### src/hw/rtl/assert_macros.svh
// Assertion helpers shared by the RTL.
`ifndef ASSERT_MACROS_SVH
`define ASSERT_MACROS_SVH

// Check a property at every rising edge, ignored while reset is held.
`define SRUC_ASSERT(label, clk, rst_n, prop, msg) \
  label: assert property (@(posedge clk) disable iff (!rst_n) prop) \
    else $error(msg);

// Check that a condition leads to another in the next cycle.
`define SRUC_ASSERT_NEXT(label, clk, rst_n, ante, cons, msg) \
  `SRUC_ASSERT(label, clk, rst_n, (ante) |=> (cons), msg)

`endif

### src/hw/rtl/sruc_pkg.sv
package sruc_pkg;

  // Register indexes of the configuration port
  localparam logic CFG_TEMP_F   = 1'b0;
  localparam logic CFG_PM25_AQI = 1'b1;

  // Quantity kinds on in_cmd
  localparam logic [1:0] CMD_TEMP = 2'd1;
  localparam logic [1:0] CMD_PM25 = 2'd2;

  typedef enum logic [2:0] {
    OP_PASS,
    OP_CELS,
    OP_FAHR,
    OP_AQI,
    OP_AQI_SAT
  } op_t;

  localparam int SEG_N  = 7;
  localparam int NUM_W  = 21;
  localparam int RCP_W  = 29;
  localparam int RCP_SH = 32;
  localparam int PROD_W = NUM_W + RCP_W;
  localparam int Q_W    = PROD_W - RCP_SH;

  localparam logic [16:0] KELVIN_HUND  = 17'd27315;
  localparam logic [19:0] FAHR_OFFSET  = 20'd16000;
  localparam logic [19:0] AQI_SAT_VAL  = 20'd5000;
  localparam logic [NUM_W-1:0] HALF_10 = 21'd5;
  localparam logic [NUM_W-1:0] HALF_50 = 21'd25;

  // Reciprocals ceil(2^32 / d), exact for every numerator that reaches them
  localparam logic [RCP_W-1:0] RCP_10 = 29'd429496730;
  localparam logic [RCP_W-1:0] RCP_50 = 29'd85899346;

  // AQI segments: top raw reading, low concentration (0.1 ug/m3),
  // index span in tenths, half the concentration span, reciprocal of the
  // concentration span and low index in tenths
  localparam logic [15:0] SEG_TOP [SEG_N] = '{
    16'd12, 16'd35, 16'd55, 16'd150, 16'd250, 16'd350, 16'd500};
  localparam logic [12:0] SEG_LO_C [SEG_N] = '{
    13'd0, 13'd120, 13'd354, 13'd554, 13'd1504, 13'd2504, 13'd3504};
  localparam logic [9:0] SEG_SPAN10 [SEG_N] = '{
    10'd500, 10'd500, 10'd500, 10'd500, 10'd1000, 10'd1000, 10'd1000};
  localparam logic [9:0] SEG_HALF_DEN [SEG_N] = '{
    10'd60, 10'd117, 10'd100, 10'd475, 10'd500, 10'd500, 10'd750};
  localparam logic [RCP_W-1:0] SEG_RCP [SEG_N] = '{
    29'd35791395, 29'd18354562, 29'd21474837, 29'd4521019,
    29'd4294968, 29'd4294968, 29'd2863312};
  localparam logic [12:0] SEG_BASE [SEG_N] = '{
    13'd0, 13'd500, 13'd1000, 13'd1500, 13'd2000, 13'd3000, 13'd4000};

  typedef struct packed {
    logic temp_f;
    logic pm25_aqi;
  } cfg_t;

  typedef struct packed {
    op_t         op;
    logic [2:0]  seg;
    logic [19:0] raw10;
    logic [16:0] c_hund;
    logic [10:0] d;
  } s1_t;

  typedef struct packed {
    logic             neg;
    logic [NUM_W-1:0] num;
    logic [RCP_W-1:0] rcp;
    logic [19:0]      base;
  } s2_t;

  typedef struct packed {
    logic           neg;
    logic [Q_W-1:0] q;
    logic [19:0]    base;
  } s3_t;

endpackage

### src/hw/rtl/sruc_decode.sv
module sruc_decode (
  input  logic              clk,
  input  logic              rst_n,
  input  logic              en,
  input  logic              vld_i,
  input  logic [1:0]        cmd_i,
  input  logic [15:0]       raw_i,
  input  sruc_pkg::cfg_t    cfg_i,
  output logic              vld_o,
  output sruc_pkg::s1_t     data_o
);

  logic          vld_r;
  sruc_pkg::s1_t data_r;
  sruc_pkg::s1_t data_nxt;
  logic [2:0]    seg;
  logic          hit;
  logic [19:0]   raw10;

  always_comb begin
    seg = 3'd0;
    hit = 1'b0;
    // lowest segment whose top covers the reading
    for (int k = sruc_pkg::SEG_N - 1; k >= 0; k--) begin
      if (raw_i <= sruc_pkg::SEG_TOP[k]) begin
        seg = 3'(k);
        hit = 1'b1;
      end
    end
  end

  always_comb begin
    raw10           = {1'b0, raw_i, 3'b000} + {3'b000, raw_i, 1'b0};
    data_nxt.seg    = seg;
    data_nxt.raw10  = raw10;
    data_nxt.c_hund = {1'b0, raw_i} - sruc_pkg::KELVIN_HUND;
    data_nxt.d      = 11'(raw10[12:0] - sruc_pkg::SEG_LO_C[seg]);
    case (cmd_i)
      sruc_pkg::CMD_TEMP: begin
        data_nxt.op = cfg_i.temp_f ? sruc_pkg::OP_FAHR : sruc_pkg::OP_CELS;
      end
      sruc_pkg::CMD_PM25: begin
        if (!cfg_i.pm25_aqi) begin
          data_nxt.op = sruc_pkg::OP_PASS;
        end else begin
          data_nxt.op = hit ? sruc_pkg::OP_AQI : sruc_pkg::OP_AQI_SAT;
        end
      end
      default: begin
        data_nxt.op = sruc_pkg::OP_PASS;
      end
    endcase
  end

  always_ff @(posedge clk) begin
    if (!rst_n) begin
      vld_r <= 1'b0;
    end else if (en) begin
      vld_r <= vld_i;
    end
  end

  always_ff @(posedge clk) begin
    if (en) begin
      data_r <= data_nxt;
    end
  end

  assign vld_o  = vld_r;
  assign data_o = data_r;

endmodule

### src/hw/rtl/sruc_numer.sv
module sruc_numer (
  input  logic           clk,
  input  logic           rst_n,
  input  logic           en,
  input  logic           vld_i,
  input  sruc_pkg::s1_t  data_i,
  output logic           vld_o,
  output sruc_pkg::s2_t  data_o
);

  logic          vld_r;
  sruc_pkg::s2_t data_r;
  sruc_pkg::s2_t data_nxt;
  logic          c_neg;
  logic [16:0]   c_mag;
  logic [19:0]   c_ext;
  logic [19:0]   t_w;
  logic          t_neg;
  logic [19:0]   t_mag;
  logic [20:0]   seg_prod;

  always_comb begin
    c_neg = data_i.c_hund[16];
    c_mag = c_neg ? (17'd0 - data_i.c_hund) : data_i.c_hund;
    c_ext = {{3{data_i.c_hund[16]}}, data_i.c_hund};
    // nine times the Celsius hundredths plus the Fahrenheit offset
    t_w   = {c_ext[16:0], 3'b000} + c_ext + sruc_pkg::FAHR_OFFSET;
    t_neg = t_w[19];
    t_mag = t_neg ? (20'd0 - t_w) : t_w;
    seg_prod = {11'd0, sruc_pkg::SEG_SPAN10[data_i.seg]} * {10'd0, data_i.d};
  end

  always_comb begin
    data_nxt.neg  = 1'b0;
    data_nxt.num  = '0;
    data_nxt.rcp  = '0;
    data_nxt.base = '0;
    case (data_i.op)
      sruc_pkg::OP_CELS: begin
        data_nxt.neg = c_neg;
        data_nxt.num = {4'd0, c_mag} + sruc_pkg::HALF_10;
        data_nxt.rcp = sruc_pkg::RCP_10;
      end
      sruc_pkg::OP_FAHR: begin
        data_nxt.neg = t_neg;
        data_nxt.num = {1'b0, t_mag} + sruc_pkg::HALF_50;
        data_nxt.rcp = sruc_pkg::RCP_50;
      end
      sruc_pkg::OP_AQI: begin
        data_nxt.num  = seg_prod + {11'd0, sruc_pkg::SEG_HALF_DEN[data_i.seg]};
        data_nxt.rcp  = sruc_pkg::SEG_RCP[data_i.seg];
        data_nxt.base = {7'd0, sruc_pkg::SEG_BASE[data_i.seg]};
      end
      sruc_pkg::OP_AQI_SAT: begin
        data_nxt.base = sruc_pkg::AQI_SAT_VAL;
      end
      default: begin
        data_nxt.base = data_i.raw10;
      end
    endcase
  end

  always_ff @(posedge clk) begin
    if (!rst_n) begin
      vld_r <= 1'b0;
    end else if (en) begin
      vld_r <= vld_i;
    end
  end

  always_ff @(posedge clk) begin
    if (en) begin
      data_r <= data_nxt;
    end
  end

  assign vld_o  = vld_r;
  assign data_o = data_r;

endmodule

### src/hw/rtl/sruc_recip_mul.sv
module sruc_recip_mul (
  input  logic           clk,
  input  logic           rst_n,
  input  logic           en,
  input  logic           vld_i,
  input  sruc_pkg::s2_t  data_i,
  output logic           vld_o,
  output sruc_pkg::s3_t  data_o
);

  logic                         vld_r;
  sruc_pkg::s3_t                data_r;
  sruc_pkg::s3_t                data_nxt;
  logic [sruc_pkg::PROD_W-1:0]  prod;

  always_comb begin
    prod = sruc_pkg::PROD_W'(data_i.num) * sruc_pkg::PROD_W'(data_i.rcp);
    data_nxt.neg  = data_i.neg;
    // drop the fraction bits: the quotient, already rounded by the bias
    data_nxt.q    = prod[sruc_pkg::PROD_W-1:sruc_pkg::RCP_SH];
    data_nxt.base = data_i.base;
  end

  always_ff @(posedge clk) begin
    if (!rst_n) begin
      vld_r <= 1'b0;
    end else if (en) begin
      vld_r <= vld_i;
    end
  end

  always_ff @(posedge clk) begin
    if (en) begin
      data_r <= data_nxt;
    end
  end

  assign vld_o  = vld_r;
  assign data_o = data_r;

endmodule

### src/hw/rtl/sensor_reading_unit_converter.sv
// Sensor reading unit converter.
// Input channel (in_valid/in_ready): one word holds a quantity kind in_cmd
// (plain, temperature in 0.01 K, PM2.5 in ug/m3) and a 16-bit raw reading.
// Output channel (out_valid/out_ready): one word per input word, the value
// in signed tenths of the display unit, rounded to nearest, ties away from 0.
// Configuration port (cfg_we/cfg_index/cfg_wdata): register 0 picks
// Fahrenheit over Celsius, register 1 picks US AQI over plain ug/m3. Write it
// only while no word is in flight; a write lands at the next edge.
// Throughput: one word per cycle while out_ready stays high, through four
// register stages: decode and segment search, numerator build, reciprocal
// multiply, output add. A word accepted passes through them in that order.
// Each stage advances when it is empty or the one after it advances, so
// bubbles close up and in_ready stays high while any stage is free.
// Stall: with out_ready low the result holds and the stages behind it fill;
// in_ready drops only once all four hold a word. Nothing is lost or repeated.
// Reset (rst_n low at a clock edge): all stages empty, both configuration
// bits set (Fahrenheit, AQI).
`include "assert_macros.svh"

module sensor_reading_unit_converter (
  input  logic               clk,
  input  logic               rst_n,
  input  logic               cfg_we,
  input  logic               cfg_index,
  input  logic               cfg_wdata,
  input  logic               in_valid,
  output logic               in_ready,
  input  logic [1:0]         in_cmd,
  input  logic [15:0]        in_raw_reading,
  output logic               out_valid,
  input  logic               out_ready,
  output logic signed [20:0] out_value_tenths
);

  sruc_pkg::cfg_t     cfg_r;
  sruc_pkg::s1_t      s1;
  sruc_pkg::s2_t      s2;
  sruc_pkg::s3_t      s3;
  logic               s1_vld;
  logic               s2_vld;
  logic               s3_vld;
  logic               en1;
  logic               en2;
  logic               en3;
  logic               en4;
  logic               out_valid_r;
  logic signed [20:0] value_r;
  logic signed [20:0] value_nxt;
  logic [20:0]        q_ext;

  // Configuration bits: keep bit 0 of the written word.
  always_ff @(posedge clk) begin
    if (!rst_n) begin
      cfg_r.temp_f   <= 1'b1;
      cfg_r.pm25_aqi <= 1'b1;
    end else if (cfg_we) begin
      case (cfg_index)
        sruc_pkg::CFG_TEMP_F: begin
          cfg_r.temp_f <= cfg_wdata;
        end
        sruc_pkg::CFG_PM25_AQI: begin
          cfg_r.pm25_aqi <= cfg_wdata;
        end
        default: begin
          cfg_r <= cfg_r;
        end
      endcase
    end
  end

  // Advance a stage when it is empty or its successor advances.
  assign en4      = !out_valid_r || out_ready;
  assign en3      = !s3_vld || en4;
  assign en2      = !s2_vld || en3;
  assign en1      = !s1_vld || en2;
  assign in_ready = en1;

  sruc_decode u_decode (
    .clk    (clk),
    .rst_n  (rst_n),
    .en     (en1),
    .vld_i  (in_valid),
    .cmd_i  (in_cmd),
    .raw_i  (in_raw_reading),
    .cfg_i  (cfg_r),
    .vld_o  (s1_vld),
    .data_o (s1)
  );

  sruc_numer u_numer (
    .clk    (clk),
    .rst_n  (rst_n),
    .en     (en2),
    .vld_i  (s1_vld),
    .data_i (s1),
    .vld_o  (s2_vld),
    .data_o (s2)
  );

  sruc_recip_mul u_recip_mul (
    .clk    (clk),
    .rst_n  (rst_n),
    .en     (en3),
    .vld_i  (s2_vld),
    .data_i (s2),
    .vld_o  (s3_vld),
    .data_o (s3)
  );

  // Output stage: add the signed quotient to the segment base. Plain words
  // carry a zero quotient, so the base alone passes through.
  always_comb begin
    q_ext     = {{(21 - sruc_pkg::Q_W){1'b0}}, s3.q};
    value_nxt = $signed({1'b0, s3.base} + (s3.neg ? (21'd0 - q_ext) : q_ext));
  end

  always_ff @(posedge clk) begin
    if (!rst_n) begin
      out_valid_r <= 1'b0;
    end else if (en4) begin
      out_valid_r <= s3_vld;
    end
  end

  always_ff @(posedge clk) begin
    if (en4) begin
      value_r <= value_nxt;
    end
  end

  assign out_valid        = out_valid_r;
  assign out_value_tenths = value_r;

  `SRUC_ASSERT_NEXT(a_accept_fills_s1, clk, rst_n, in_valid && in_ready, s1_vld,
    "accepted word did not reach the decode stage")
  `SRUC_ASSERT(a_full_blocks_input, clk, rst_n,
    (s1_vld && s2_vld && s3_vld && out_valid_r && !out_ready) |-> !in_ready,
    "input taken while every stage is full and stalled")
  `SRUC_ASSERT(a_neg_only_temp, clk, rst_n, (s3_vld && s3.neg) |-> (s3.base == '0),
    "negative quotient with a non-zero base")
  `SRUC_ASSERT(a_out_floor, clk, rst_n, out_valid |-> (out_value_tenths >= -21'sd4597),
    "result below the coldest representable reading")

endmodule

### config.mk
export PLATFORM = sky130hd
export DESIGN_NAME = sensor_reading_unit_converter
export DESIGN_NICKNAME = d
export VERILOG_FILES = /design/src/hw/rtl/sruc_pkg.sv /design/src/hw/rtl/sruc_decode.sv /design/src/hw/rtl/sruc_numer.sv /design/src/hw/rtl/sruc_recip_mul.sv /design/src/hw/rtl/sensor_reading_unit_converter.sv
export VERILOG_INCLUDE_DIRS = /design/src /design/src/hw/rtl
export SDC_FILE = /design/constraint.sdc
export NUM_CORES = 2
export LEC_CHECK = 0
export BUFFER_PORTS_ARGS = -buffer_cell sky130_fd_sc_hd__buf_2
export CAP_MARGIN = 10
export CORE_MARGIN = 2
export CORE_UTILIZATION = 42
export CTS_CLUSTER_SIZE = 30
export DETAILED_ROUTE_END_ITERATION = 7
export REMOVE_ABC_BUFFERS = 1
export SETUP_SLACK_MARGIN = 0.2
export SYNTH_ARGS = -nofsm -noshare
export SYNTH_HDL_FRONTEND = slang
export SYNTH_SLANG_ARGS = --single-unit
### constraint.sdc
create_clock -name clk -period 8.55 [get_ports clk]
set_clock_uncertainty 0.2 [all_clocks]
set_input_delay 1.2825 -clock clk [delete_from_list [all_inputs] [get_ports clk]]
set_output_delay 1.2825 -clock clk [all_outputs]
set_load 0.05 [all_outputs]
* Word level (Yosys, flattened, before mapping) *
Memory sizes are Yosys's and may differ from the RTL's.
Cells that the tools add are included.

storage, ports and cells
  flip-flop bits (word level) = 191
  ROM bits = 600
  memories kept = 5

operators by class
  $add $sub $neg = 12
  $mul = 2
  magnitude comparators = 9
  equal/unequal tests = 6
  mux-type cells = 34
  bitwise gates (word level) = 3
  reductions and logical operators = 11

memories
  name             depth  bits a word  rd ports  clocked after memory_dff  wr ports  line               text
  (no name shown)  8      29           1         0                         0         sruc_numer.sv:51   data_nxt.rcp = sruc_pkg::SEG_RCP[data_i.seg];
  (no name shown)  8      13           1         0                         0         sruc_numer.sv:52   data_nxt.base = {7'd0, sruc_pkg::SEG_BASE[data_i.seg]};
  (no name shown)  8      13           1         0                         0         sruc_decode.sv:37  data_nxt.d = 11'(raw10[12:0] - sruc_pkg::SEG_LO_C[seg]);
  (no name shown)  8      10           1         0                         0         sruc_numer.sv:50   data_nxt.num = seg_prod + {11'd0, sruc_pkg::SEG_HALF_DEN[data_i.seg]};
  (no name shown)  8      10           1         0                         0         sruc_numer.sv:30   seg_prod = {11'd0, sruc_pkg::SEG_SPAN10[data_i.seg]} * {10'd0, data_i.d};

operators by type and width
  cell                    number
  $pmux 50 s3             1
  $pmux 20 s3             1
  $mux 29                 2
  $mul 21x29->50          1
  $mux 10                 4
  $le 16x6->1 const B     2
  $le 16x8->1 const B     2
  $le 16x9->1 const B     2
  $mux 3                  9
  $mux 13                 2
  $mux 11                 2
  $add 20x21->21          1
  $add 20x5->21 const B   1
  $add 21x10->21          1
  $mul 10x11->21          1
  $mux 21                 1
  $add 19x17->20          1
  $add 20x14->20 const B  1
  $add 20x20->20          1
  $mux 20                 1
  $sub 1x20->20 const A   1
  $sub 1x18->19 const A   1
  $add 17x3->18 const B   1
  $mux 17                 1
  other kinds (20)        36

* Logic depth before layout (Yosys ltp) *
  depth after elaboration = 13
  depth in mapped cells = 27

* Modules after synthesis *
From an unflattened synthesis, not the netlist that was laid out.

second synthesis, totals
  cell total of the unflattened synthesis = 3859
  area total of the unflattened synthesis = 35570.4 µm²

modules (own cells, without submodules)
  module                         instances  cells each  area an instance (µm²)
  sruc_recip_mul                 1          2318        20940.1
  sruc_numer                     1          978         8926.1
  sruc_decode                    1          306         3364.5
  sensor_reading_unit_converter  1          257         2339.7

* Least setup slack after synthesis *
No wires, ideal clock.

  kind = register -> register
  from = register u_numer.data_r (netlist bit u_numer.data_o[63])
  to = register u_recip_mul.data_r (netlist bit u_recip_mul.data_o[30]) (data pin)
  setup time = 0.258 ns
  arrival = 6.890 ns
  required time = 8.092 ns
  setup slack = 1.203 ns
  stages on the path, launching flop included = 25
  buffers on the path = 2
  period minus slack after synthesis = 7.347 ns
  cells stage by stage = edfxtp_1 -> clkbuf_1 -> clkbuf_1 -> nand2_1 -> fa_1 -> inv_1 -> fa_1 -> fa_1 -> fa_1 -> fa_1 -> fa_1 -> inv_1 -> fa_1 -> inv_1 -> ha_1 -> a21o_1 -> a21o_1 -> a221oi_1 -> nand4b_1 -> a31oi_1 -> o31ai_1 -> a211oi_1 -> o21ai_0 -> a21oi_1 -> xnor2_1

between the ends
  longest elaborated chain between the ends = 1

RTL lines
  item                           line                  text
  start: declaration             sruc_numer.sv:12      sruc_pkg::s2_t data_r;
  start signal: assignment       sruc_numer.sv:73      data_r <= data_nxt;
  $mul 21x29->50                 sruc_recip_mul.sv:17  prod = sruc_pkg::PROD_W'(data_i.num) * sruc_pkg::PROD_W'(data_i.rcp);
  net u_recip_mul.prod, one bit  sruc_recip_mul.sv:14  logic [sruc_pkg::PROD_W-1:0] prod;
  end signal: assignment         sruc_recip_mul.sv:34  data_r <= data_nxt;
  end: declaration               sruc_recip_mul.sv:12  sruc_pkg::s3_t data_r;

The timed path passes the listed nets, and every way through them passes these cells.
A chain may end at the register's enable or synchronous reset.

* Worst setup path in the final report *
  from = register u_numer.data_r (netlist bit u_numer.data_o[56])
  to = register u_recip_mul.data_r (netlist bit u_recip_mul.data_o[29]) (data pin)

The elaborated chain is that of the path after synthesis.

==> flow_summary.rst <==
.. list-table::
   :header-rows: 1

   * - Metric
     - Value
   * - Highest Clock Rate
     - approximately 130 MHz
   * - Max-cap violations
     - 0
   * - Post-Synthesis Cells
     - 3,452
   * - Total negative slack
     - 0 ps
   * - Die height
     - 284.5 um
   * - Type of destination of the critical path
     - register
   * - DIE AREA
     - 80,920 um^2
   * - Part of the power in registers
     - approximately 16%
   * - Number of failing setup endpoints in the final timing report
     - 0
   * - Most frequent standard cell in the layout excluding fill and tap cells
     - sky130_fd_sc_hd__inv_1
   * - Syn. warnings
     - 0
   * - Async set or reset register ratio after synthesis
     - 0%
   * - Buffer cell driving the clock tree root
     - sky130_fd_sc_hd__clkbuf_16
   * - Worst IR Drop VDD
     - 0.7525 mV
   * - Chip Width
     - ~280 um
   * - Vias in the first global route
     - roughly 24,000
   * - Hold Crit Class
     - register to register
   * - Total count of hold-check failures in the final report
     - 0
   * - Initial antenna violation count
     - 4
   * - Crit-path leading delay family
     - adder cells
   * - Transition time of the tightest slew-check pin
     - approximately 1200 ps
   * - Crit Path Class
     - register to register
   * - Clock network fraction of design power
     - just over 10%
   * - Part of the power in combinational logic
     - 73.8%
   * - Maximum fanout along the worst path
     - 20
   * - Rel. slew slack
     - a little over a fifth
   * - Port buffer count
     - 47
   * - Clock period minus worst slack
     - approximately 8000 ps
   * - DRC violation count after routing
     - 0
   * - Clock latency of the later-clocked register in the worst-skew pair
     - 460 ps
   * - Number of filler instances in the final layout
     - 7,449
   * - Post-layout instance count excluding filler cells
     - approximately 4,600
   * - Required time reported for the critical path endpoint
     - 8560 ps
   * - Reg clk slew, reported paths
     - around 70 ps
   * - Final worst-path cycle share
     - between 90% and 100%
   * - Number of max-slew violations in the final report
     - 0
   * - Commonest cells after routing, fill and taps aside
     - 693 x sky130_fd_sc_hd__inv_1, 564 x sky130_fd_sc_hd__fa_1, 356 x sky130_fd_sc_hd__nand2_1, 309 x sky130_fd_sc_hd__and2_1, 308 x sky130_fd_sc_hd__ha_1
   * - Int Power
     - just over 4 mW
   * - Global-route total usage across every layer
     - a little over a fifth
   * - Num Clock Sinks
     - between 150 and 200
   * - Post-DP HPWL
     - 70,670 um
   * - Sort of element at the start of the critical path
     - register
   * - DR pass1 iterations
     - 5
   * - CTS tree
     - done
   * - Routed WL
     - between 80,000 and 90,000 um
   * - EDFF count, synth
     - between 150 and 200
   * - Slowest stage cell, crit path
     - sky130_fd_sc_hd__edfxtp_1
   * - First-pass GRT wire length
     - between 100,000 and 150,000 um
   * - Share of post-route cells with drive strength above 1
     - under 10%
   * - Most frequently used flop master after synthesis
     - sky130_fd_sc_hd__edfxtp_1
   * - Leakage power figure
     - approximately 18 nW
   * - Area grow syn2layout
     - 8.199%
   * - Initial DRC count
     - approximately 1,900
   * - Hold-fix buffers at CTS
     - 0
   * - Top-Level Pins
     - between 40 and 50
   * - RSZ-0062 raised after global routing
     - false
   * - Post-synthesis sequential element count
     - approximately 180
   * - TritonCTS Buffers
     - 17
   * - Number of vias per cell after detailed routing
     - 5.152
   * - Sum of buffers and inverters on the critical path
     - 7
   * - Status
     - finished clean
   * - WL/cell
     - ~19 um
   * - Net count of the finished layout
     - between 4,000 and 5,000
   * - Worst path max stage delay
     - approximately 630 ps
   * - Synth Cell Area
     - 33,040 um^2
   * - Power Dens Cells
     - 223.5 nW/um^2
   * - Number of placed instances with taps included
     - between 4,000 and 5,000
   * - Number of rows in the core area
     - between 100 and 150
   * - Net switching power of the design
     - about 3.8 mW
   * - Clock H-tree levels
     - 4
   * - Final antenna-violating net count
     - 0
   * - Cell repeated most along the worst path
     - sky130_fd_sc_hd__fa_1
   * - Post-Synthesis Mean Instance Area
     - about 9.6 um^2
   * - Gp weighted congestion
     - slightly above 0.9
   * - Pin count of the biggest net entering global routing
     - between 60 and 70
   * - Initial core utilization
     - 42.51%
   * - Aggregate global routing overflow
     - 0
   * - Detailed-route via count
     - approximately 24,000
   * - Sequential-to-total area share from yosys stat
     - between 10% and 20%
   * - Number of distinct standard cells referenced by the synthesized netlist
     - 86
   * - Placeable core region
     - approximately 80,000 um^2
   * - Switching power share of the total
     - 48.04%
   * - Crit path arrival time
     - 7990 ps
   * - Clock tree buffer depth
     - 2
## cells in the mapped netlist (12+ instances only)
master                     instances  area (um^2)
sky130_fd_sc_hd__a211oi_1         23        172.7
sky130_fd_sc_hd__a21o_1           36        270.3
sky130_fd_sc_hd__a21oi_1          84        420.4
sky130_fd_sc_hd__a31oi_1          14        87.58
sky130_fd_sc_hd__and2_1          309         1933
sky130_fd_sc_hd__and3_1           19        118.9
sky130_fd_sc_hd__clkbuf_1        126        473.0
sky130_fd_sc_hd__edfxtp_1        178         5345
sky130_fd_sc_hd__fa_1            564        11290
sky130_fd_sc_hd__ha_1            308         3854
sky130_fd_sc_hd__inv_1           694         2605
sky130_fd_sc_hd__nand2_1         358         1344
sky130_fd_sc_hd__nand2b_1         29        181.4
sky130_fd_sc_hd__nand3_1          32        160.2
sky130_fd_sc_hd__nor2_1          106        397.9
sky130_fd_sc_hd__nor2b_1          24        150.1
sky130_fd_sc_hd__nor3_1           33        165.2
sky130_fd_sc_hd__nor4_1           12        75.07
sky130_fd_sc_hd__o21a_1           17        127.6
sky130_fd_sc_hd__o21ai_0          76        380.4
sky130_fd_sc_hd__o21bai_1         15        112.6
sky130_fd_sc_hd__o31ai_1          14        105.1
sky130_fd_sc_hd__or2_2            14        87.58
sky130_fd_sc_hd__or3_1            14        87.58
sky130_fd_sc_hd__xnor2_1         124         1086
sky130_fd_sc_hd__xor2_1           39        341.6
## through the flow
step,area (um^2),utilization (%),hold slack (ps),total power [mW],worst slack [ps]
after floorplan,32530,-,200.3,5.913,1255
after global placement,34630,44.56,201.8,7.122,417.1
after detailed placement,34630,44.56,205.6,7.134,220.8
after CTS,35210,45.30,223.9,8.029,211.1
after global routing,35740,45.99,227.4,9.015,190.9
final,35750,45.99,222.5,7.989,561.6
## flip-flops by register name, indices dropped and copies added (netlist names)
| signal | cells |
|---|---|
| u_numer.data_o | 67 |
| u_decode.vld_o | 1 |
| u_recip_mul.vld_o | 1 |
| u_decode.data_o | 52 |
| out_value_tenths | 21 |
| u_recip_mul.data_o | 38 |
| out_valid | 1 |
| cfg_r | 2 |
| u_numer.vld_o | 1 |
## cell type report
| type | count | area, um^2 | share of cell area [%] |
|---|---|---|---|
| inverters | 695 | 2609 | 7.298 |
| clock inverters | 12 | 131.4 | 0.3675 |
| multi-input cells | 2441 | 24460 | 68.42 |
| diodes | 1 | 2.502 | 0.007000 |
| well taps | 1040 | 1301 | 3.640 |
| repair buffers | 170 | 1334 | 3.731 |
| flip-flops and latches | 184 | 5465 | 15.29 |
| clock buffers | 20 | 446.7 | 1.250 |
## per-layer routing
metal  up-vias  part of all wire (%)  global-route usage [%]
li1      10990                     -                       -
met2       654                    46                   34.36
met3        76                   6.6                   4.037
met4         0                   1.9                   4.697
met1     11790                    46                   31.39
met5         -                     0                       0
## kinds of logic after synthesis
family                   count (synthesis)  share of synthesized area [%]
AO/OA/AOI/OAI                          393                          8.127
XOR/XNOR                               165                          4.420
adder cells (fa/ha/maj)                873                          45.87
buffers and inverters                  834                          9.525
flip-flops                             184                          16.54
multiplexers                             6                         0.1856
other                                    2                        0.02273
AND/OR/NAND/NOR                        995                          15.31
## timing repair
action,4_1_cts,5_1_grt
buffers inserted,0,51
resized for setup,0,2
hold endpoints to repair,0,0
endpoints found under the setup margin,0,10
## worst paths after layout
path / to / depth (start not counted) / slack, ps / start
worst max-delay path: u_recip_mul.data_o[29] / 25 / 560 / u_numer.data_o[56]
worst min-delay path: u_recip_mul.data_o[10] / 0 / 220 / u_numer.data_o[10]
worst max register to register: u_recip_mul.data_o[29] / 25 / 560 / u_numer.data_o[56]
worst min register to register: u_recip_mul.data_o[10] / 0 / 220 / u_numer.data_o[10]
## power groups by stage
| stage | sequential, mW | clock [mW] | combinational (mW) |
|---|---|---|---|
| after detailed placement | 1.35 | 0 | 5.78 |
| after global routing | 1.31 | 0.858 | 6.85 |
| after CTS | 1.33 | 0.819 | 5.88 |
| final | 1.29 | 0.805 | 5.89 |
| after floorplan | 1.42 | 0 | 4.50 |
| after global placement | 1.35 | 0 | 5.77 |
(Power assumes the default switching activity.)
